--- src/design/mbd_pkg.sv ---
// Shared constants and types for the mipmap box downsampler.
`timescale 1ns / 1ps

package mbd_pkg;

  // Default build parameters.
  localparam int MAX_WIDTH_DEF = 4096;
  localparam int CHAN_BITS_DEF = 32;

  // Fixed geometry of the ports.
  localparam int NUM_LANES      = 4;
  localparam int PORT_BITS      = 32;
  localparam int SRC_WIDTH_BITS = 13;
  localparam int NUM_CH_BITS    = 3;
  localparam int CFG_IDX_BITS   = 1;

  // Configuration register indexes.
  localparam logic [CFG_IDX_BITS-1:0] REG_SRC_WIDTH    = 1'd0;
  localparam logic [CFG_IDX_BITS-1:0] REG_NUM_CHANNELS = 1'd1;

  // Register reset values.
  localparam logic [SRC_WIDTH_BITS-1:0] SRC_WIDTH_RST    = 13'd2;
  localparam logic [NUM_CH_BITS-1:0]    NUM_CHANNELS_RST = 3'd4;

  // Line store command for one accepted item.
  typedef struct packed {
    logic wr_en;
    logic rd_en;
  } store_ctl_t;

endpackage

--- src/design/mbd_lane.sv ---
// One channel lane: horizontal pair average and vertical merge average.
`timescale 1ns / 1ps

module mbd_lane #(
  parameter int CHAN_BITS = mbd_pkg::CHAN_BITS_DEF
) (
  input  logic [CHAN_BITS-1:0] left_px,
  input  logic [CHAN_BITS-1:0] px,
  output logic [CHAN_BITS-1:0] pair_avg,
  input  logic [CHAN_BITS-1:0] stored_avg,
  input  logic [CHAN_BITS-1:0] held_avg,
  input  logic                 lane_en,
  output logic [CHAN_BITS-1:0] result
);

  logic [CHAN_BITS:0] pair_sum;
  logic [CHAN_BITS:0] merge_sum;

  // Sums keep the carry bit, so the floored average never wraps.
  assign pair_sum  = (CHAN_BITS+1)'(left_px) + (CHAN_BITS+1)'(px);
  assign pair_avg  = pair_sum[CHAN_BITS:1];

  assign merge_sum = (CHAN_BITS+1)'(stored_avg) + (CHAN_BITS+1)'(held_avg);
  assign result    = lane_en ? merge_sum[CHAN_BITS:1] : '0;

endmodule

--- config.mk ---
export PLATFORM = sky130hd
export DESIGN_NAME = mbd_lane
export DESIGN_NICKNAME = d
export VERILOG_FILES = /design/src/design/mbd_pkg.sv /design/src/design/mbd_lane.sv
export SDC_FILE = /design/constraint.sdc
export NUM_CORES = 1
export LEC_CHECK = 0
export ABC_AREA = 0
export BUFFER_PORTS_ARGS = -buffer_cell sky130_fd_sc_hd__buf_2
export CAP_MARGIN = 20
export CORE_ASPECT_RATIO = 0.9
export CORE_MARGIN = 2
export CORE_UTILIZATION = 43
export DETAILED_ROUTE_END_ITERATION = 10
export PLACE_DENSITY = 0.78
export SYNTH_ARGS = -nofsm -noshare
export SYNTH_HDL_FRONTEND = slang
export SYNTH_SLANG_ARGS = --single-unit
export TNS_END_PERCENT = 20
--- constraint.sdc ---
create_clock -name vclk -period 2.9
set_clock_uncertainty 0.05 [all_clocks]
set_input_delay 0.435 -clock vclk [all_inputs]
set_output_delay 0.435 -clock vclk [all_outputs]
set_load 0.01 [all_outputs]
==> results_dict.tcl <==
set metrics [dict create \
    finalHoldWorstSlack_ps 1190 \
    min_path_type "input port to primary output" \
    layout.clock_buffers 0 \
    first_global_vias 4831 \
    io_buffers 193 \
    floorplan.die.width_um 99.3 \
    vias 5235 \
    layout.cells.most_common "buf_2" \
    cellPowerDensity_nw_per_um2 260 \
    design.die.area_um2 8920 \
    placementRows 31 \
    syn_inst 511 \
    nFillCells 565 \
    ir_drop_mv 0.145 \
    fin_total_pwr_mw 1.57 \
    finalSetupViolations 26 \
    arrival_time_worst_endpoint_ps 2630 \
    routed_via_density 5.87 \
    finalHoldViolations 0 \
    dpl.hpwl_um 10700 \
    netlist.top_cell.by_area "ha_1" \
    synth.avg_cell_area_um2 6.88 \
    drt_wl_total_um 15000 \
    drc_violation_total_after_the_first_tritonroute_iteration 240 \
    maxSlewHeadroom_pct 76.1 \
    status "finished with violations" \
    top_level_ports 193 \
    critical_path_required_ps 2410 \
    synth-warning-count 0 \
    cell_breakdown_of_the_critical_path "buf_2 -> ha_4 -> nand3_1 -> nor2_2 -> buf_4 -> nand2_1 -> buf_4 -> o211ai_1 -> a31o_2 -> nand3_2 -> a21o_1 -> o21ai_1 -> buf_2" \
    synth_area_um2 3520 \
    fin_nets 988 \
    post-route-drc-count 0 \
    tightestPinTransition_ps 349 \
    failed_checks "negative setup slack" \
    max-cap-violations 0 \
    setup.worst_path.end_class "primary output" \
    cpPeakStageDelay_ps 280 \
    layout_min_cycle_time_ps 3120 \
    routabilityCongestion 0.928 \
    synth_nets 704 \
    first_pass_grt_wire_length_um 21200 \
    clock.fmax_ghz 0.321 \
    area_delta_synth_final_pct 72.0 \
    num_antenna_cells 0 \
    timing.final.ws_setup_ps -220 \
    synth-seq-area-share_pct 0 \
    die_height_um 89.8 \
    start_util_pct 44.0 \
    ctsHoldBuffers 0 \
    criticalPathCategory "input port to primary output" \
    startpoint "left_px[12]" \
    grtUsageTotal_pct 27.3 \
    rsz0062_at_grt "yes" \
    critical_path.max_fanout 4 \
    grt_start_max_net_pins 22 \
    timing.critical_path.to "pair_avg[31]" \
    antenna_left 0 \
    yosys-top-cells-area "ha_1, a21oi_1, xnor2_1" \
    iteration_count_of_the_initial_detailed_routing_pass 5 \
    layout_cell_share_with_drive_strength_beyond_1_pct 49.4 \
    fin_crit_sh_pct 108 \
    total_overflow_reported_by_the_global_router 0 \
    yosys.area.top_type_share_pct 22.1 \
    cpMaxStageDelayCell "ha_4" \
    drv_slew 0 \
    p_leak_nw 3.05 \
    nFlopsAndLatches 0 \
    crit_path_start_kind "input port" \
    area.sequential_um2 0 \
    totalNegativeSetupSlack_ps -2620 \
    floorplan.core_area_um2 7990 \
    avgRoutedWirePerCell_um 16.9 \
    antenna_found_initial 0 \
    synth_cell_types 55 \
    most-common-layout-cells "buf_2, buf_4, a21oi_1, nand2_1, ha_1" \
]
## cell type report
type	count	area, um^2	area share (%)
multi-input cells	478	4010	66.3
well taps	99	124	2.05
inverters	16	60.1	0.993
repair buffers	299	1860	30.7
## cell families (layout without fill, tap and decap cells)
group	count (synthesis)	in the layout	synth area share, %
AOI/OAI and AO/OA	192	192	34.7
adders and majority gates	64	64	23.2
buffers and inverters	33	315	3.52
and+or+nand+nor	167	167	24.6
xor gates and xnor gates	49	49	12.2
muxes	6	6	1.74
## Yosys cell counts (5+ instances only)
| library cell | n |
|---|---|
| and3_1 | 9 |
| nor2b_1 | 6 |
| o21a_1 | 5 |
| nand4_1 | 14 |
| o21bai_1 | 13 |
| mux2i_1 | 5 |
| a21oi_1 | 72 |
| nor2_1 | 29 |
| ha_1 | 62 |
| a211oi_1 | 5 |
| xnor2_1 | 34 |
| o21ai_0 | 25 |
| nand2b_1 | 10 |
| nand2_1 | 44 |
| a21o_1 | 32 |
| o211ai_1 | 6 |
| clkbuf_1 | 17 |
| nand3_1 | 12 |
| nor3_1 | 5 |
| a31oi_1 | 5 |
| o21ai_1 | 6 |
| inv_1 | 16 |
| xor2_1 | 15 |
| and2_1 | 22 |
## what timing repair did
item	4_1_cts	5_1_grt
setup endpoints to repair	36	38
setup buffers	5	5
endpoints found under the hold margin	0	0
pin swaps	49	46
resized for setup	68	53
gates cloned	0	0
## power by group
part           internal, mW  switching (mW)
clock network             0               0
logic                 0.774           0.796
registers                 0               0
## routing by layer
metal  track usage, %  up-vias  part of all wire [%]
met1             31.2     2422                    37
li1                 -     2460                     -
met3             1.71       71                   6.7
met2             55.3      282                    52
met4             3.65        0                   4.4
met5                0        -                     0
## critical path: cells and delay by family
| kind | cells | cell delay, ps |
|---|---|---|
| AOI/OAI and AO/OA | 4 | 830 |
| adders and majority gates | 1 | 280 |
| and+or+nand+nor | 4 | 500 |
| buffers and inverters | 4 | 580 |
## worst min path at each step
stage / start / to / cells past startpoint
floorplan: px[1] / pair_avg[0] / 1
global placement: px[1] / pair_avg[0] / 3
detailed placement: px[1] / pair_avg[0] / 3
CTS: px[1] / pair_avg[0] / 3
global route: px[1] / pair_avg[0] / 3
finish: px[1] / pair_avg[0] / 3
## metrics by stage
| step | std cells | cell area (um^2) | util, % | worst slack [ps] |
|---|---|---|---|---|
| 2_1_floorplan | 511 | 3570 | - | -7.71 |
| 3_3_place_gp | 883 | 5310 | 66.5 | -304 |
| 3_5_place_dp | 883 | 5310 | 66.5 | -326 |
| 4_1_cts | 887 | 5740 | 71.8 | -134 |
| 5_1_grt | 892 | 6050 | 75.7 | -371 |
| 6_report | 892 | 6050 | 75.7 | -220 |
(Power assumes the default switching activity.)
